File: config.mk
export PLATFORM = sky130hd
export DESIGN_NAME = mjpeg_frame_extractor
export DESIGN_NICKNAME = d
export VERILOG_FILES = /design/src/rtl/mfe_pkg.sv /design/src/rtl/mfe_front.sv /design/src/rtl/mfe_cmd_fifo.sv /design/src/rtl/mfe_back.sv /design/src/rtl/mjpeg_frame_extractor.sv
export VERILOG_INCLUDE_DIRS = /design/src /design/src/rtl
export SDC_FILE = /design/constraint.sdc
export NUM_CORES = 1
export LEC_CHECK = 0
export ABC_AREA = 1
export BUFFER_PORTS_ARGS = -buffer_cell sky130_fd_sc_hd__clkbuf_2
export CAP_MARGIN = 10
export CORE_AREA = 2 2 142 213
export DETAILED_ROUTE_END_ITERATION = 7
export DIE_AREA = 0 0 144 215
export PLACE_DENSITY = 0.55
export SYNTH_ARGS = -nofsm -noshare
export SYNTH_HDL_FRONTEND = slang
export SYNTH_SLANG_ARGS = --single-unit
export TNS_END_PERCENT = 10
File: constraint.sdc
create_clock -name clk -period 4.1 [get_ports clk]
set_input_delay 0.205 -clock clk [delete_from_list [all_inputs] [get_ports clk]]
set_output_delay 0.205 -clock clk [all_outputs]
set_load 0.005 [all_outputs]
File: src/rtl/mjpeg_frame_extractor_assert.svh
// ----------------------------------------------------------------------------
// Assertion macros for the frame extractor
// Shared concurrent assertion forms, clocked on clk and disabled in reset.
// ----------------------------------------------------------------------------
`ifndef MJPEG_FRAME_EXTRACTOR_ASSERT_SVH
`define MJPEG_FRAME_EXTRACTOR_ASSERT_SVH

// The condition holds at every clock edge outside reset.
`define MFE_ASSERT(label, cond, msg) \
    label: assert property (@(posedge clk) disable iff (!rst_n) (cond)) else $error(msg);

// When the trigger holds, the consequence holds in the following cycle.
`define MFE_ASSERT_NEXT(label, trig, cons, msg) \
    label: assert property (@(posedge clk) disable iff (!rst_n) (trig) |=> (cons)) \
        else $error(msg);

`endif

File: src/rtl/mfe_pkg.sv
// ----------------------------------------------------------------------------
// Frame extractor package
// Marker codes, register reset value and the command passed from the
// classifier to the output sequencer.
// ----------------------------------------------------------------------------
package mfe_pkg;

    localparam logic [7:0]  MARK_FF  = 8'hFF;
    localparam logic [7:0]  MARK_SOI = 8'hD8;
    localparam logic [7:0]  MARK_EOI = 8'hD9;
    localparam logic [23:0] DEFAULT_MAX_FRAME = 24'd524288;

    typedef enum logic [1:0] {
        CMD_START = 2'd0,
        CMD_DATA  = 2'd1,
        CMD_END   = 2'd2,
        CMD_DROP  = 2'd3
    } cmd_kind_t;

    typedef struct packed {
        cmd_kind_t   kind;
        logic [7:0]  data;
        logic [23:0] length;
    } cmd_t;

endpackage

File: src/rtl/mfe_front.sv
// ----------------------------------------------------------------------------
// Frame extractor classifier
// Accepts stream beats, tracks markers and frame length, and queues one
// command for every beat that produces output.
// ----------------------------------------------------------------------------
`include "mjpeg_frame_extractor_assert.svh"

module mfe_front
    import mfe_pkg::*;
(
    input  logic        clk,
    input  logic        rst_n,
    input  logic        in_valid,
    output logic        in_stall,
    input  logic [7:0]  byte_value,
    input  logic        end_of_file,
    input  logic        cfg_valid,
    output logic        cfg_ready,
    input  logic [23:0] max_frame_bytes,
    output logic        push,
    output cmd_t        push_cmd,
    input  logic        full
);

    logic        in_frame_reg, in_frame_next;
    logic        prev_ff_reg, prev_ff_next;
    logic [23:0] count_reg, count_next;
    logic [23:0] max_reg, max_next;
    logic        accept;
    logic [23:0] count_inc;

    assign in_stall  = full;
    assign cfg_ready = 1'b1;
    assign accept    = in_valid && !full;
    assign count_inc = count_reg + 24'd1;

    always_comb
    begin
        in_frame_next = in_frame_reg;
        prev_ff_next  = prev_ff_reg;
        count_next    = count_reg;
        max_next      = cfg_valid ? max_frame_bytes : max_reg;
        push          = 1'b0;
        push_cmd      = '{kind: CMD_DATA, data: byte_value, length: '0};
        if (accept)
        begin
            if (end_of_file)
            begin
                push          = in_frame_reg;
                push_cmd.kind = CMD_DROP;
                in_frame_next = 1'b0;
                prev_ff_next  = 1'b0;
                count_next    = '0;
            end
            else if (!in_frame_reg)
            begin
                if (prev_ff_reg && byte_value == MARK_SOI)
                begin
                    push          = 1'b1;
                    push_cmd.kind = CMD_START;
                    in_frame_next = 1'b1;
                    count_next    = 24'd2;
                end
                prev_ff_next = (byte_value == MARK_FF);
            end
            else if (count_reg >= max_reg)
            begin
                push          = 1'b1;
                push_cmd.kind = CMD_DROP;
                in_frame_next = 1'b0;
                prev_ff_next  = 1'b0;
                count_next    = '0;
            end
            else if (prev_ff_reg && byte_value == MARK_EOI)
            begin
                push            = 1'b1;
                push_cmd.kind   = CMD_END;
                push_cmd.length = count_inc;
                in_frame_next   = 1'b0;
                prev_ff_next    = 1'b0;
                count_next      = '0;
            end
            else
            begin
                push         = 1'b1;
                count_next   = count_inc;
                prev_ff_next = (byte_value == MARK_FF);
            end
        end
    end

    always_ff @(posedge clk or negedge rst_n)
    begin
        if (!rst_n)
        begin
            in_frame_reg <= 1'b0;
            prev_ff_reg  <= 1'b0;
            count_reg    <= '0;
            max_reg      <= DEFAULT_MAX_FRAME;
        end
        else
        begin
            in_frame_reg <= in_frame_next;
            prev_ff_reg  <= prev_ff_next;
            count_reg    <= count_next;
            max_reg      <= max_next;
        end
    end

    `MFE_ASSERT(a_hunt_count_zero, in_frame_reg || count_reg == '0, "count nonzero while hunting")
    `MFE_ASSERT(a_frame_count_min, !in_frame_reg || count_reg >= 24'd2, "frame count below two")
    `MFE_ASSERT_NEXT(a_start_enters, push && push_cmd.kind == CMD_START,
        in_frame_reg && count_reg == 24'd2, "start marker did not open a frame")

endmodule

File: src/rtl/mfe_cmd_fifo.sv
// ----------------------------------------------------------------------------
// Frame extractor command queue
// Small flop-based queue that decouples the classifier from the output
// sequencer.
// ----------------------------------------------------------------------------
`include "mjpeg_frame_extractor_assert.svh"

module mfe_cmd_fifo
    import mfe_pkg::*;
#(
    parameter int DEPTH = 4
)
(
    input  logic clk,
    input  logic rst_n,
    input  logic push,
    input  cmd_t push_cmd,
    output logic full,
    input  logic pop,
    output cmd_t pop_cmd,
    output logic empty
);

    localparam int PTR_W = (DEPTH > 1) ? $clog2(DEPTH) : 1;
    localparam int CNT_W = $clog2(DEPTH + 1);

    cmd_t             mem_reg [DEPTH];
    logic [PTR_W-1:0] wr_ptr_reg, wr_ptr_next;
    logic [PTR_W-1:0] rd_ptr_reg, rd_ptr_next;
    logic [CNT_W-1:0] cnt_reg, cnt_next;

    assign full    = (cnt_reg == CNT_W'(DEPTH));
    assign empty   = (cnt_reg == '0);
    assign pop_cmd = mem_reg[rd_ptr_reg];

    always_comb
    begin
        wr_ptr_next = wr_ptr_reg;
        rd_ptr_next = rd_ptr_reg;
        cnt_next    = cnt_reg;
        if (push)
        begin
            wr_ptr_next = (wr_ptr_reg == PTR_W'(DEPTH - 1)) ? '0 : wr_ptr_reg + 1'b1;
        end
        if (pop)
        begin
            rd_ptr_next = (rd_ptr_reg == PTR_W'(DEPTH - 1)) ? '0 : rd_ptr_reg + 1'b1;
        end
        if (push && !pop)
        begin
            cnt_next = cnt_reg + 1'b1;
        end
        else if (pop && !push)
        begin
            cnt_next = cnt_reg - 1'b1;
        end
    end

    always_ff @(posedge clk)
    begin
        if (push)
        begin
            mem_reg[wr_ptr_reg] <= push_cmd;
        end
    end

    always_ff @(posedge clk or negedge rst_n)
    begin
        if (!rst_n)
        begin
            wr_ptr_reg <= '0;
            rd_ptr_reg <= '0;
            cnt_reg    <= '0;
        end
        else
        begin
            wr_ptr_reg <= wr_ptr_next;
            rd_ptr_reg <= rd_ptr_next;
            cnt_reg    <= cnt_next;
        end
    end

    `MFE_ASSERT(a_no_overflow, !(push && full), "push into a full queue")
    `MFE_ASSERT(a_no_underflow, !(pop && empty), "pop from an empty queue")

endmodule

File: src/rtl/mfe_back.sv
// ----------------------------------------------------------------------------
// Frame extractor output sequencer
// Expands queued commands into result beats and holds them in the output
// register until the receiver takes them.
// ----------------------------------------------------------------------------
`include "mjpeg_frame_extractor_assert.svh"

module mfe_back
    import mfe_pkg::*;
(
    input  logic        clk,
    input  logic        rst_n,
    input  cmd_t        pop_cmd,
    input  logic        empty,
    output logic        pop,
    output logic        out_valid,
    input  logic        out_stall,
    output logic [7:0]  out_byte,
    output logic        frame_start,
    output logic        frame_end,
    output logic        frame_drop,
    output logic [23:0] frame_bytes,
    output logic        last_of_run
);

    logic        out_valid_reg, out_valid_next;
    logic        pending_reg, pending_next;
    logic [7:0]  byte_reg;
    logic        start_reg;
    logic        end_reg;
    logic        drop_reg;
    logic [23:0] len_reg;
    logic        last_reg;
    logic        load;

    assign load = !out_valid_reg || !out_stall;
    assign pop  = load && !pending_reg && !empty;

    assign out_valid   = out_valid_reg;
    assign out_byte    = byte_reg;
    assign frame_start = start_reg;
    assign frame_end   = end_reg;
    assign frame_drop  = drop_reg;
    assign frame_bytes = len_reg;
    assign last_of_run = last_reg;

    always_comb
    begin
        out_valid_next = out_valid_reg;
        pending_next   = pending_reg;
        if (load)
        begin
            if (pending_reg)
            begin
                out_valid_next = 1'b1;
                pending_next   = 1'b0;
            end
            else
            begin
                out_valid_next = !empty;
                pending_next   = !empty && pop_cmd.kind == CMD_START;
            end
        end
    end

    always_ff @(posedge clk or negedge rst_n)
    begin
        if (!rst_n)
        begin
            out_valid_reg <= 1'b0;
            pending_reg   <= 1'b0;
        end
        else
        begin
            out_valid_reg <= out_valid_next;
            pending_reg   <= pending_next;
        end
    end

    always_ff @(posedge clk)
    begin
        if (load && pending_reg)
        begin
            byte_reg  <= MARK_SOI;
            start_reg <= 1'b0;
            end_reg   <= 1'b0;
            drop_reg  <= 1'b0;
            len_reg   <= '0;
            last_reg  <= 1'b1;
        end
        else if (pop)
        begin
            case (pop_cmd.kind)
                CMD_START:
                begin
                    byte_reg  <= MARK_FF;
                    start_reg <= 1'b1;
                    end_reg   <= 1'b0;
                    drop_reg  <= 1'b0;
                    len_reg   <= '0;
                    last_reg  <= 1'b0;
                end
                CMD_END:
                begin
                    byte_reg  <= pop_cmd.data;
                    start_reg <= 1'b0;
                    end_reg   <= 1'b1;
                    drop_reg  <= 1'b0;
                    len_reg   <= pop_cmd.length;
                    last_reg  <= 1'b1;
                end
                CMD_DROP:
                begin
                    byte_reg  <= '0;
                    start_reg <= 1'b0;
                    end_reg   <= 1'b0;
                    drop_reg  <= 1'b1;
                    len_reg   <= '0;
                    last_reg  <= 1'b1;
                end
                default:
                begin
                    byte_reg  <= pop_cmd.data;
                    start_reg <= 1'b0;
                    end_reg   <= 1'b0;
                    drop_reg  <= 1'b0;
                    len_reg   <= '0;
                    last_reg  <= 1'b1;
                end
            endcase
        end
    end

    `MFE_ASSERT(a_pending_on_start, !pending_reg || (out_valid_reg && start_reg),
        "second marker beat pending without a start beat shown")
    `MFE_ASSERT(a_start_not_last, !(out_valid_reg && start_reg) || !last_reg,
        "start beat marked as last of run")
    `MFE_ASSERT(a_drop_no_data, !(out_valid_reg && drop_reg) || (byte_reg == '0 && last_reg),
        "drop beat carries data")

endmodule

File: src/rtl/mjpeg_frame_extractor.sv
// ----------------------------------------------------------------------------
// Motion-JPEG frame extractor
// Input: one stream byte or an end-of-file mark per beat (in_valid/in_stall).
// Output: frame bytes with start, end and drop flags (out_valid/out_stall).
// Configuration: max_frame_bytes is written with cfg_valid and cfg_ready;
// cfg_ready is always high. Writes are to be made only while the block
// is idle; the block itself does not enforce this. The block takes one
// input beat per cycle while in_stall is low. A beat's first result passes
// through the queue and the output register: the classifier writes its
// command into the queue when the beat is accepted, and the sequencer then
// moves it into the output register. A start marker yields two output
// beats; every other beat yields at most one. The command queue of
// QUEUE_DEPTH entries absorbs that and short receiver stalls. When
// out_stall is high the output beat holds and the queue fills; in_stall
// rises once it is full. After reset the block hunts for a start marker,
// max_frame_bytes is 524288 and the queue and output register are empty.
// ----------------------------------------------------------------------------
module mjpeg_frame_extractor
    import mfe_pkg::*;
#(
    parameter int QUEUE_DEPTH = 4
)
(
    input  logic        clk,
    input  logic        rst_n,
    input  logic        in_valid,
    output logic        in_stall,
    input  logic [7:0]  byte_value,
    input  logic        end_of_file,
    input  logic        cfg_valid,
    output logic        cfg_ready,
    input  logic [23:0] max_frame_bytes,
    output logic        out_valid,
    input  logic        out_stall,
    output logic [7:0]  out_byte,
    output logic        frame_start,
    output logic        frame_end,
    output logic        frame_drop,
    output logic [23:0] frame_bytes,
    output logic        last_of_run
);

    logic push;
    cmd_t push_cmd;
    logic full;
    logic pop;
    cmd_t pop_cmd;
    logic empty;

    mfe_front u_front (
        .clk             (clk),
        .rst_n           (rst_n),
        .in_valid        (in_valid),
        .in_stall        (in_stall),
        .byte_value      (byte_value),
        .end_of_file     (end_of_file),
        .cfg_valid       (cfg_valid),
        .cfg_ready       (cfg_ready),
        .max_frame_bytes (max_frame_bytes),
        .push            (push),
        .push_cmd        (push_cmd),
        .full            (full)
    );

    mfe_cmd_fifo #(
        .DEPTH (QUEUE_DEPTH)
    ) u_fifo (
        .clk      (clk),
        .rst_n    (rst_n),
        .push     (push),
        .push_cmd (push_cmd),
        .full     (full),
        .pop      (pop),
        .pop_cmd  (pop_cmd),
        .empty    (empty)
    );

    mfe_back u_back (
        .clk         (clk),
        .rst_n       (rst_n),
        .pop_cmd     (pop_cmd),
        .empty       (empty),
        .pop         (pop),
        .out_valid   (out_valid),
        .out_stall   (out_stall),
        .out_byte    (out_byte),
        .frame_start (frame_start),
        .frame_end   (frame_end),
        .frame_drop  (frame_drop),
        .frame_bytes (frame_bytes),
        .last_of_run (last_of_run)
    );

endmodule

Word-level counts from Yosys, hierarchy flattened:

Memories as Yosys holds them, arrays and structs flattened.
Cells that the tools add are included.

* reductions and logical operators: 22
* $add $sub $neg: 5
* equality and inequality tests: 8
* multiplexer cells: 42
* magnitude comparators: 1

Operators with widths (count)
* $mux 24: 11
* $add 24x1->24 const B: 1
* $eq 8x8->1 const B: 3
* $ge 24x24->1: 1
* $mux 1: 21
* $pmux 8 s2: 1
* $mux 2: 7
* $logic_and 1x1->1: 9
* $eq 2x2->1 const B: 4
* $logic_not 1->1: 7
* $mux 3: 2
* $add 2x1->2 const B: 2
* $add 3x1->3 const B: 1
* $eq 3x3->1 const B: 1
* $logic_not 3->1: 1
* $reduce_bool 3->1: 1
* $sub 3x1->3 const B: 1
* $logic_not 2->1: 1
* $reduce_and 2->1: 1
* $reduce_bool 2->1: 1
* $logic_or 1x1->1: 1

* logic and storage cells: 94
* register bits: 95
* memory bits (writable): 136
* memories kept: 1
* output and inout port bits: 39

Memory list
* u_fifo.mem_reg: depth 4, width 34, rd ports 1, clocked after memory_dff 0, wr ports 1, RTL line mfe_cmd_fifo.sv:27 `cmd_t mem_reg [DEPTH];`

Longest topological paths before layout:

Gate-level depths: netlist of the first run.

* depth after elaboration: 10
* depth in mapped cells: 14

By module:

From an unflattened synthesis of the first run, not the netlist that was laid out.

* cells, all modules: 1149
* area total of the unflattened synthesis: 11123.2 um2

Modules (own cells, without submodules)
* mfe_cmd_fifo: area an instance 5876.9 um2, cells each 448, instances 1
* mfe_front: area an instance 3375.7 um2, cells each 445, instances 1
* mfe_back: area an instance 1870.5 um2, cells each 256, instances 1

Worst setup path before layout of the first run:

No wires, ideal clock.

* kind: register to register
* start point: reg u_front.prev_ff_reg
* end point: mem u_fifo.mem_reg[3][0] (netlist name) (enable)
* required time: 3.675 ns
* data arrival time: 2.540 ns
* path slack: 1.135 ns
* setup time: 0.425 ns
* stages on the path, launching flop included: 9
* clock period less this slack: 2.965 ns
* cells stage by stage: dfrtp_1 > inv_1 > nor3_2 > nand3_2 > nand2_2 > nand3_1 > o21ai_2 > inv_1 > nor2_1

* longest elaborated chain between the ends: 7

RTL lines
* start, declared: RTL line mfe_front.sv:26 `logic prev_ff_reg, prev_ff_next;`
* start signal, assigned: RTL line mfe_front.sv:104 `prev_ff_reg <= prev_ff_next;`
* $logic_and 1x1->1: RTL line mfe_front.sv:57 `if (prev_ff_reg && byte_value == MARK_SOI)`
* $mux 1: RTL line mfe_front.sv:57
* $mux 1: RTL line mfe_front.sv:55 `else if (!in_frame_reg)`
* $mux 1: RTL line mfe_front.sv:47 `if (end_of_file)`
* $mux 1: RTL line mfe_front.sv:45 `if (accept)`
* net push: RTL line mjpeg_frame_extractor.sv:43 `logic push;`
* $mux 1: RTL line mfe_cmd_fifo.sv:61 `if (push)`
* $mux 1 (implied by the code): RTL line mfe_cmd_fifo.sv:63 `mem_reg[wr_ptr_reg] <= push_cmd;`
* end, declared: RTL line mfe_cmd_fifo.sv:27

The timed path passes the listed nets, and every way through them passes these cells.

==> Implementation_results.wiki, run 1 <==
{| class="wikitable"
! Metric !! Value
|-
| Share of the clock period used by the worst path || 0.675
|-
| Number of clock buffers inserted by TritonCTS || 23
|-
| Clock tree sinks || 231
|-
| Syn_nets || 1083
|-
| Number of global-route vias before repair || 7176
|-
| Via-to-Cell Ratio || 4.75
|-
| Number of endpoints with negative hold slack in the final report || 0
|-
| Crit Path Class || reg2reg
|-
| EDFF count, synth || 136
|-
| Launching point of the worst reg2reg path || u_front.max_reg[19]$_DFFE_PN1P_
|-
| Cell Pwr Density || 550 nW/um^2
|-
| Ranking of synthesized cells by area || edfxtp_1 (39%), dfrtp_1 (14%), nand2_1 (7.1%)
|-
| Worst flop-to-flop path endpoint || u_fifo.mem_reg[2][3]$_DFFE_PP_
|-
| Number of synthesized register bits || 231
|-
| Count of maximum capacitance violations || 0
|-
| Clock tree root buffer cell || clkbuf_16
|-
| Number of antenna violations at the first check in global routing || 0
|-
| Signal arrival time at the worst endpoint || 3.04 ns
|-
| Chip height || 215 um
|-
| Headroom to the max-slew limit || 0.253
|-
| Initial DRC Count || 435
|-
| Maximum vdd ir drop || 0.336 mV
|-
| Hold-critical path endpoint || u_front.in_frame_reg$_DFFE_PN0P_
|-
| Number of nets with antenna violations after routing || 0
|-
| Number of port buffers || 75
|-
| Largest clock skew in the final design || 0.0118 ns
|-
| Total Die Area || 31000 sq um
|-
| Setup repair bufs after CTS || 0
|-
| Yosys top cell area share || 0.394
|-
| P_leak || 4.75 nW
|-
| Area of all placed cells without fillers || 12200 sq um
|-
| Total number of H-tree levels || 1
|-
| Drt drc || 0
|-
| Flip-flop count of the largest register, all copies and words added || 136
|-
| Effective utilization at floorplan || 0.355
|-
| DIE WIDTH || 144 um
|-
| Clock slew at the register clock pins of the worst setup and hold paths || 0.06 ns
|-
| Worst reg-to-reg setup slack || 1.33 ns
|-
| Placeable core region || 29200 sq um
|-
| Number of standard cells after synthesis || 1010
|-
| Synth warn || 0
|-
| Count of pins over their slew limit || 0
|-
| Proportion of synthesized chip area in sequential cells || 0.606
|-
| Total vias in the final route || 7232
|-
| Minimum clock period || 2.77 ns
|-
| Buffer levels on the longest clock path || 3
|-
| Total of cells resized after clock tree synthesis || 0
|-
| Row count || 77
|-
| Type of origin of the critical path || flip-flop
|-
| Clock group share of total power || 0.319
|-
| I/O pins || 77
|-
| Top-count cell post-synth || nand2_1
|-
| Leading post-synthesis cells by instance count || nand2_1 (196), edfxtp_1 (136), nor2_1 (101), o21ai_0 (101), inv_1 (76)
|-
| Hold Path Class || in2reg
|-
| Avg WL per Cell || 15.4 um
|-
| Wire length of the first global-routing pass || 38.1 mm
|-
| Outcome || finished clean
|-
| Synthesized cell area || 10400 sq um
|-
| Combinational Power Share || 0.258
|-
| Post-Route WL || 23.5 mm
|-
| Total net switching power || 2.11 mW
|-
| Share of synthesized flip-flops with an asynchronous set or reset || 0.255
|-
| Insertion delay to the later sink of the worst-skew pair || 0.52 ns
|-
| Router iterations before antenna repair || 5
|-
| Total track usage || 0.157
|-
| CTS tree || done
|-
| Crit path capture type || flip-flop
|-
| Layout Area Growth over Synthesis || 17.7%
|-
| Internal power summed over all cells || 4.59 mW
|-
| Unrepaired setup endpoints after global routing || no
|-
| Transition time at the pin with the least slew margin || 1.12 ns
|-
| Portion of total power attributed to sequential cells || 0.424
|-
| Number of cell instances on the worst register-to-register path || 11
|-
| Fin nets || 1185
|-
| Predominant post-synthesis flop cell || edfxtp_1
|-
| Overflow after GRT || 0
|-
| Placed wire-length estimate after detailed placement || 15.3 mm
|-
| Final weighted congestion of routability-driven global placement || 0.877
|-
| Cell taking the most area after synthesis || edfxtp_1
|-
| Max Fclk || 0.361 GHz
|-
| Setup tns final || 0 ns
|-
| Mean area per synthesized cell || 10.3 sq um
|-
| Post-synth cell types || 46
|-
| Crit Path Max Fanout || 24
|-
| Proportion of layout cells with a drive suffix above 1 || 0.170
|-
| Data required time of the worst path || 4.37 ns
|-
| Antenna diode instance count || 0
|-
| Placed instance area || 11100 sq um
|-
| Largest net degree at the start of global routing || 54
|-
| Hold path startpoint || end_of_file
|-
| Hold bufs inserted after CTS || 34
|-
| Final number of setup-violating endpoints || 0
|-
| Switch share || 0.315
|-
| Hold Path Depth || 4
|}
==> critical path, stage by stage, from the launching register on <==
cell     delay (ns)
dfstp_2        0.51
inv_1          0.05
ha_1           0.30
a21oi_1        0.15
nand2_1        0.06
nand2_1        0.06
nand2_1        0.06
a21oi_2        0.15
nand2_1        0.13
nor2_2         0.13
nand2_2        0.42
nor3_1         0.51
==> worst max path at each step <==
stage                                                  from                              end  slack (ns)  depth (start not counted)
final                       u_front.max_reg[19]$_DFFE_PN1P_   u_fifo.mem_reg[2][3]$_DFFE_PP_        1.33                         11
after global routing       u_fifo.rd_ptr_reg[0]$_DFFE_PN0P_  u_back.out_byte[7]$_SDFFE_PP1P_        0.95                         10
after CTS                   u_front.max_reg[19]$_DFFE_PN1P_   u_fifo.mem_reg[0][3]$_DFFE_PP_        1.30                         11
after detailed placement   u_fifo.rd_ptr_reg[0]$_DFFE_PN0P_  u_back.out_byte[3]$_SDFFE_PP1P_        1.31                         10
after global placement    u_front.count_reg[15]$_DFFE_PN0P_   u_fifo.mem_reg[0][3]$_DFFE_PP_        1.42                          9
after floorplan             u_front.prev_ff_reg$_DFFE_PN0P_   u_fifo.mem_reg[3][0]$_DFFE_PP_        1.13                          8
==> area by class of cell <==
type / instances / area (sq um)
Fill cell: 2788 / 17000
Sequential cell: 231 / 6280
Multi-Input combinational cell: 648 / 3530
Timing Repair Buffer: 120 / 798
Clock buffer: 32 / 639
Tap cell: 395 / 494
Inverter: 88 / 333
Clock inverter: 9 / 121
==> layout by cell type, fill, tap and decap left out, types with 9 or more instances in the layout <==
cell type / n
dfxtp_1: 36
nor3_1: 11
edfxtp_1: 136
nand2_1: 196
o21ai_1: 10
buf_4: 11
xor2_1: 9
nand3_1: 24
o21ai_2: 11
a21oi_1: 52
clkbuf_2: 75
inv_1: 76
dfrtp_1: 57
nor3_2: 20
inv_2: 10
clkbuf_16: 23
dlygate4sd3_1: 34
ha_1: 34
o22ai_1: 31
o21ai_0: 101
nor2_1: 97
nor2_2: 11
==> through the flow <==
| stage | utilization | total power [mW] | hold slack, ns | instances | setup slack (ns) |
|---|---|---|---|---|---|
| 3_5_place_dp | 0.380 | 4.64 | 0.385 | 1448 | 1.31 |
| 6_report | 0.418 | 6.71 | 0.0896 | 1523 | 1.33 |
| 5_1_grt | 0.418 | 7.15 | 0.110 | 1523 | 0.951 |
| 4_1_cts | 0.418 | 6.81 | 0.0731 | 1523 | 1.30 |
| 2_1_floorplan | - | 4.02 | -0.0906 | 1010 | 1.13 |
| 3_3_place_gp | 0.380 | 4.60 | 0.372 | 1448 | 1.42 |
==> power by group through the flow <==
stage | Clock (mW) | Sequential (mW) | Combinational (mW)
final | 2.14 | 2.84 | 1.73
after detailed placement | 0 | 2.90 | 1.74
after global routing | 2.27 | 2.88 | 1.99
after CTS | 2.19 | 2.85 | 1.77
after floorplan | 0 | 2.87 | 1.15
after global placement | 0 | 2.89 | 1.72
==> cell families (layout without fill, tap and decap cells) <==
logic type | count (synthesis) | after routing | synth area share
buffers and inverters | 131 | 249 | 0.0541
multiplexers | 2 | 2 | 0.00217
other | 1 | 1 | 0.000362
AND/OR/NAND/NOR | 381 | 381 | 0.166
adder cells (fa/ha/maj) | 35 | 35 | 0.0430
flip-flops | 231 | 231 | 0.606
AO/OA/AOI/OAI | 217 | 217 | 0.117
XOR/XNOR | 12 | 12 | 0.0109
==> per-layer routing <==
metal / GRT usage / up-vias / part of all wire
met5: 0 / - / 0
met4: 0.0533 / 0 / 0.025
met3: 0.0198 / 36 / 0.042
met2: 0.272 / 141 / 0.50
met1: 0.200 / 3412 / 0.43
li1: - / 3643 / -
(Power assumes the default switching activity.)
==> inputs of run 2 (changes only) <==
--- a/config.mk
+++ b/config.mk
@@ -12,7 +12,7 @@
 export CORE_AREA = 2 2 142 213
 export DETAILED_ROUTE_END_ITERATION = 7
 export DIE_AREA = 0 0 144 215
-export PLACE_DENSITY = 0.55
+export PLACE_DENSITY = 0.57
 export SYNTH_ARGS = -nofsm -noshare
 export SYNTH_HDL_FRONTEND = slang
 export SYNTH_SLANG_ARGS = --single-unit
==> constraint.sdc (replaced) <==
create_clock -name clk -period 2.4 [get_ports clk]
set_input_delay 0.12 -clock clk [delete_from_list [all_inputs] [get_ports clk]]
set_output_delay 0.12 -clock clk [all_outputs]
set_load 0.005 [all_outputs]
==> run 2 against run 1 <==
Non-clock buffer count is 28 higher. Critical path depth up 3. Sequential share of layout area fell by 2.1 points. Utilization grew 1.8 points. Register-to-register slack worse by 1.3 ns. Critical endpoint is now u_fifo.cnt_reg[2]$_DFFE_PN0P_. Combinational power grew 77%. Worst hold slack lost 0.029 ns. Critical path type is now in2reg.
==> Implementation_results.wiki, run 2 (synthesis gave the netlist of run 1 again) <==
{| class="wikitable"
! Metric !! Value
|-
| Outcome || finished clean
|-
| Initial DRC Count || 322
|-
| Row count || 77
|-
| Total number of H-tree levels || 1
|-
| Top cell by count, worst path || nand3_1
|-
| Hold-critical path endpoint || u_front.count_reg[1]$_DFFE_PN0P_
|-
| Total design power || 11.7 mW
|-
| Data required time of the worst path || 2.78 ns
|-
| Share of the clock period used by the worst path || 0.974
|-
| Unrepaired setup endpoints after global routing || yes
|-
| P_leak || 5.13 nW
|-
| Final weighted congestion of routability-driven global placement || 0.820
|-
| Placeable core region || 29200 sq um
|-
| DIE WIDTH || 144 um
|-
| Max Fclk || 0.428 GHz
|-
| Worst flop-to-flop path endpoint || u_fifo.cnt_reg[2]$_DFFE_PN0P_
|-
| Hold Path Depth || 4
|-
| Placed wire-length estimate after detailed placement || 15.4 mm
|-
| Number of cell instances on the worst register-to-register path || 10
|-
| Drt drc || 0
|-
| Headroom to the max-slew limit || 0.530
|-
| Hold path startpoint || end_of_file
|-
| Antenna diode instance count || 0
|-
| Crit Path Max Fanout || 6
|-
| Most frequent standard cell in the layout excluding fill and tap cells || nand2_1
|-
| Largest clock skew in the final design || 0.0233 ns
|-
| Avg WL per Cell || 14.9 um
|-
| Transition time at the pin with the least slew margin || 0.705 ns
|-
| Flip-flop count of the largest register, all copies and words added || 136
|-
| Layout Area Growth over Synthesis || 22.7%
|-
| Crit Path Class || in2reg
|-
| Cell Pwr Density || 920 nW/um^2
|-
| Number of endpoints with negative hold slack in the final report || 0
|-
| Final cell utilization of the core || 0.435
|-
| Number of global-route vias before repair || 7288
|-
| CP Cell Sequence || dlygate4sd3_1 -> clkbuf_2 -> nand3_1 -> nor2_1 -> nand3_2 -> nand2_2 -> nand3_1 -> o21ai_4 -> ha_1 -> inv_1 -> fa_1 -> a21oi_1 -> o21ai_0 -> xor2_1
|-
| Total track usage || 0.152
|-
| Fin nets || 1213
|-
| Insertion delay to the later sink of the worst-skew pair || 0.52 ns
|-
| Launching point of the worst reg2reg path || u_fifo.cnt_reg[0]$_DFFE_PN0P_
|-
| Via-to-Cell Ratio || 4.68
|-
| Number of antenna violations at the first check in global routing || 0
|-
| Clock slew at the register clock pins of the worst setup and hold paths || 0.06 ns
|-
| Overflow after GRT || 0
|-
| Largest net degree at the start of global routing || 49
|-
| Number of port buffers || 75
|-
| Worst reg-to-reg setup slack || 0.08 ns
|-
| Minimum hold slack || 0.0602 ns
|-
| Clock tree root buffer cell || clkbuf_16
|-
| I/O pins || 77
|-
| Chip height || 215 um
|-
| Setup tns final || 0 ns
|-
| Wire length of the first global-routing pass || 37.6 mm
|-
| Hold Path Class || in2reg
|-
| Proportion of layout cells with a drive suffix above 1 || 0.209
|-
| Router iterations before antenna repair || 4
|-
| Final number of setup-violating endpoints || 0
|-
| Number of nets with antenna violations after routing || 0
|-
| Post-Route WL || 23.1 mm
|-
| Max stage delay on crit path || 0.52 ns
|-
| Count of maximum capacitance violations || 0
|-
| Effective utilization at floorplan || 0.355
|-
| Type of origin of the critical path || input pin
|-
| Crit path capture type || flip-flop
|-
| CTS tree || done
|-
| Signal arrival time at the worst endpoint || 2.72 ns
|-
| Maximum vdd ir drop || 0.490 mV
|-
| Number of clock buffers inserted by TritonCTS || 23
|-
| Minimum clock period || 2.34 ns
|-
| Placed cells || 1471
|-
| Total Die Area || 31000 sq um
|-
| Buffer levels on the longest clock path || 3
|-
| Filler-free cell count of the finished design || 1551
|-
| Top library cells by usage in the layout, fill and taps aside || nand2_1 (193), edfxtp_1 (136), o21ai_0 (101)
|-
| Total vias in the final route || 7255
|-
| Worst-path cell with the longest stage delay || dlygate4sd3_1
|-
| Count of pins over their slew limit || 0
|-
| Clock tree sinks || 231
|}
-- run 2: changes by cell type in the layout (fill, tap and decap cells not counted), moves of 4 or more --
cell and delta:
buf_4 +20, nor3_4 +11, nor3_2 -8, buf_12 +6
clkbuf_1 -4, inv_6 +4, nor2_1 -4
-- run 2: worst max-delay path by stage --
stage	from	to	slack, ns	cells after the start
floorplan	u_front.prev_ff_reg$_DFFE_PN0P_	u_fifo.mem_reg[0][0]$_DFFE_PP_	-0.03	8
global placement	u_front.max_reg[19]$_DFFE_PN1P_	u_fifo.mem_reg[3][19]$_DFFE_PP_	0.06	14
detailed placement	u_front.max_reg[19]$_DFFE_PN1P_	u_fifo.mem_reg[3][12]$_DFFE_PP_	-0.02	14
CTS	u_front.max_reg[19]$_DFFE_PN1P_	u_fifo.mem_reg[1][0]$_DFFE_PP_	-0.004	13
global route	byte_value[6]	u_fifo.cnt_reg[2]$_DFFE_PN0P_	-0.13	14
finish	byte_value[7]	u_fifo.cnt_reg[2]$_DFFE_PN0P_	0.06	14
-- run 2: where the power goes --
part / internal [mW] / total (mW) / switching (mW)
Sequential: 4.60 / 4.84 / 0.240
Clock: 2.23 / 3.79 / 1.56
Combinational: 1.15 / 3.06 / 1.92
Total: 7.97 / 11.7 / 3.72
-- run 2: critical path: cells and delay by family --
| family | cells | cell delay [ns] |
|---|---|---|
| xor gates and xnor gates | 1 | 0.15 |
| buffers and inverters | 3 | 0.73 |
| and+or+nand+nor | 5 | 0.75 |
| AOI/OAI and AO/OA | 3 | 0.40 |
| adders and majority gates | 2 | 0.56 |
-- run 2: final cells by class --
cell class | count | area, sq um
clock buffer | 25 | 583
clock inverter | 16 | 220
fill | 2804 | 16500
inverter | 88 | 333
multi-input combinational | 648 | 3680
sequential | 231 | 6280
tap | 395 | 494
timing repair buffer | 148 | 1120
-- run 2: per-layer routing --
metal / global-route usage / vias up / share of wire / wire length [um]
met5: 0 / - / 0 / 0
met4: 0.0422 / 0 / 0.017 / 392
met3: 0.0185 / 24 / 0.033 / 766
met2: 0.263 / 109 / 0.50 / 11500
met1: 0.199 / 3416 / 0.45 / 10400
li1: - / 3706 / - / -
-- run 2: what timing repair did --
action / CTS / global route
hold buffers: 34 / 0
setup buffers: 0 / 3
setup endpoints to repair: 88 / 103
hold endpoints to repair: 75 / 0
gates cloned: 0 / 2
gates resized for setup: 3 / 27
pin swaps: 0 / 5
-- run 2: per-stage QoR --
stage	cell area [sq um]	worst slack, ns
floorplan	10400	-0.0347
global placement	11300	0.0584
detailed placement	11300	-0.0177
CTS	12500	-0.00380
global route	12700	-0.133
finish	12700	0.0635
==> inputs of run 3 (changes only) <==
--- a/config.mk
+++ b/config.mk
@@ -9,9 +9,9 @@
 export ABC_AREA = 1
 export BUFFER_PORTS_ARGS = -buffer_cell sky130_fd_sc_hd__clkbuf_2
 export CAP_MARGIN = 10
-export CORE_AREA = 2 2 142 213
+export CORE_AREA = 2 2 158 191
 export DETAILED_ROUTE_END_ITERATION = 7
-export DIE_AREA = 0 0 144 215
+export DIE_AREA = 0 0 160 193
 export PLACE_DENSITY = 0.57
 export SYNTH_ARGS = -nofsm -noshare
 export SYNTH_HDL_FRONTEND = slang
==> constraint.sdc (replaced) <==
create_clock -name clk -period 2.4 [get_ports clk]
set_input_delay 0.36 -clock clk [delete_from_list [all_inputs] [get_ports clk]]
set_output_delay 0.36 -clock clk [all_outputs]
set_load 0.005 [all_outputs]
==> run 3 against run 2 <==
Count of clock-buffer cells in the layout increased by 7. Global-route usage decreased by 0.18 points. Sequential cell count stayed put. Sequential power about the same. Maximum frequency increased by 4.9%. Utilization decreased by 0.83 points. Cell count decreased by 1.4%. Total power decreased by 0.78%. Critical endpoint unchanged. Largest cell class unchanged.
==> Implementation_results.wiki, run 3 (synthesis gave the netlist of run 1 again) <==
{| class="wikitable"
! Metric !! Value
|-
| Buf/Inv on CP || 2
|-
| Worst Setup Slack, final || 0.173 ns
|-
| Minimum clock period || 2.23 ns
|-
| Area of all placed cells without fillers || 12500 sq um
|-
| Clock group share of total power || 0.323
|-
| Largest net degree at the start of global routing || 68
|-
| Via-to-Cell Ratio || 4.76
|-
| Number of nets with antenna violations after routing || 0
|-
| Crit path capture type || flip-flop
|-
| Avg WL per Cell || 15.0 um
|-
| Final number of setup-violating endpoints || 0
|-
| Most frequent standard cell in the layout excluding fill and tap cells || nand2_1
|-
| Buffer levels on the longest clock path || 3
|-
| Signal arrival time at the worst endpoint || 2.62 ns
|-
| Type of origin of the critical path || flip-flop
|-
| Final weighted congestion of routability-driven global placement || 0.818
|-
| Number of cell instances on the worst register-to-register path || 9
|-
| Hold Path Depth || 3
|-
| P_leak || 5.15 nW
|-
| DIE WIDTH || 160 um
|-
| Placed wire-length estimate after detailed placement || 15.6 mm
|-
| Initial DRC Count || 415
|-
| Worst reg-to-reg setup slack || 0.17 ns
|-
| Placeable core region || 29200 sq um
|-
| Total Die Area || 30900 sq um
|-
| Total number of H-tree levels || 1
|-
| Number of clock buffers inserted by TritonCTS || 25
|-
| Clock slew at the register clock pins of the worst setup and hold paths || 0.07 ns
|-
| Proportion of layout cells with a drive suffix above 1 || 0.223
|-
| Crit Path Class || reg2reg
|-
| Row count || 69
|-
| Transition time at the pin with the least slew margin || 0.675 ns
|-
| Overflow after GRT || 0
|-
| Drt drc || 0
|-
| Total track usage || 0.150
|-
| Total design power || 11.6 mW
|-
| Max Fclk || 0.449 GHz
|-
| Flip-flop count of the largest register, all copies and words added || 136
|-
| Insertion delay to the later sink of the worst-skew pair || 0.52 ns
|-
| Number of global-route vias before repair || 7077
|-
| Final cell utilization of the core || 0.427
|-
| Hold Path Class || in2reg
|-
| Wire length of the first global-routing pass || 37.3 mm
|-
| CP Cell Sequence || nor3_1 -> inv_1 -> nand2_1 -> ha_1 -> inv_1 -> fa_1 -> a21oi_1 -> o21ai_0 -> xor2_1
|-
| Number of fillers in the final layout || 2920
|-
| Share of the clock period used by the worst path || 0.928
|-
| Total net switching power || 3.72 mW
|-
| Outcome || finished clean
|-
| Crit path depth || 9
|-
| Number of endpoints with negative hold slack in the final report || 0
|-
| Clock tree sinks || 231
|-
| Top library cells by usage in the layout, fill and taps aside || nand2_1 (195), edfxtp_1 (136), o21ai_0 (101)
|-
| Family with the most delay on the worst path || simple AND/OR/NAND/NOR gates
|-
| Maximum vdd ir drop || 0.593 mV
|-
| Number of port buffers || 75
|-
| Max stage delay on crit path || 0.44 ns
|-
| Internal power summed over all cells || 7.88 mW
|-
| Layout Area Growth over Synthesis || 20.3%
|-
| Antenna diode instance count || 0
|-
| I/O pins || 77
|-
| Switch share || 0.321
|-
| CTS tree || done
|-
| Cell Pwr Density || 931 nW/um^2
|-
| Count of pins over their slew limit || 0
|-
| Post-Route WL || 23.0 mm
|-
| Number of antenna violations at the first check in global routing || 0
|-
| DP Worst Slack || 0.0308 ns
|-
| Combinational Power Share || 0.260
|-
| Portion of total power attributed to sequential cells || 0.416
|-
| Data required time of the worst path || 2.80 ns
|-
| Chip height || 193 um
|-
| Top cell by count, worst path || inv_1
|-
| Headroom to the max-slew limit || 0.550
|-
| Total vias in the final route || 7280
|-
| Clock tree root buffer cell || clkbuf_16
|-
| Placed instance area || 11400 sq um
|-
| Crit Path Max Fanout || 4
|-
| Largest clock skew in the final design || 0.0189 ns
|-
| Effective utilization at floorplan || 0.355
|-
| Count of maximum capacitance violations || 0
|-
| Router iterations before antenna repair || 5
|-
| Fin nets || 1194
|-
| Worst-path cell with the longest stage delay || dfrtp_1
|}
==> run 3: cell count changes in the layout (fill, tap and decap cells not counted), moves of 3 or more <==
cell,before,now
nor3_4,12,17
nor3_2,12,7
clkbuf_8,0,4
buf_4,31,45
dlygate4sd3_1,34,1
bufinv_16,4,1
clkinv_2,1,4
==> run 3: worst paths after layout <==
kind | startpoint | end
max reg2reg | u_fifo.cnt_reg[0]$_DFFE_PN0P_ | u_fifo.cnt_reg[2]$_DFFE_PN0P_
min | max_frame_bytes[14] | u_front.max_reg[14]$_DFFE_PN0P_
max in group asynchronous | rst_n | u_front.max_reg[19]$_DFFE_PN1P_
max | u_fifo.cnt_reg[0]$_DFFE_PN0P_ | u_fifo.cnt_reg[2]$_DFFE_PN0P_
min in group asynchronous | rst_n | u_fifo.rd_ptr_reg[1]$_DFFE_PN0P_
min reg2reg | u_back.frame_bytes[14]$_SDFFE_PP0P_ | u_back.frame_bytes[14]$_SDFFE_PP0P_
==> run 3: through the flow <==
stage	hold WS [ns]	cells	TNS, ns
6_report	0.0453	1530	0
5_1_grt	0.0486	1530	-0.0326
4_1_cts	0.0273	1527	0
3_5_place_dp	0.418	1480	0
3_3_place_gp	0.425	1480	0
2_1_floorplan	0.0644	1010	-11.73
==> run 3: tightest hold or removal path: stages <==
cell and delay (ns):
clkbuf_2 0.07, nand2_1 0.04, o21ai_0 0.05
==> run 3: power by group through the flow <==
stage                     clock [mW]  combinational (mW)  sequential [mW]
after floorplan                    0                1.97             4.90
after global placement             0                3.00             4.91
after detailed placement           0                3.04             4.91
after CTS                       3.83                3.05             4.84
after global routing            4.00                3.49             4.89
final                           3.75                3.02             4.83
==> run 3: metal layers <==
| metal | global-route usage | vias to the layer above | share of wire |
|---|---|---|---|
| li1 | - | 3673 | - |
| met1 | 0.204 | 3434 | 0.47 |
| met2 | 0.256 | 144 | 0.47 |
| met3 | 0.0207 | 29 | 0.044 |
| met4 | 0.0357 | 0 | 0.013 |
| met5 | 0 | - | 0 |
==> run 3: repair_timing <==
action,CTS,global route
setup buffers,0,2
resized for setup,0,30
hold endpoints to repair,58,0
endpoints found under the setup margin,0,104
hold buffers,1,0
==> run 3: area by class of cell <==
type	count	area, sq um	share of cell area
sequential	231	6280	0.504
multi-input combinational	648	3690	0.296
timing repair buffer	127	848	0.0681
clock buffer	32	692	0.0555
tap	390	488	0.0391
inverter	88	333	0.0267
clock inverter	14	125	0.0100
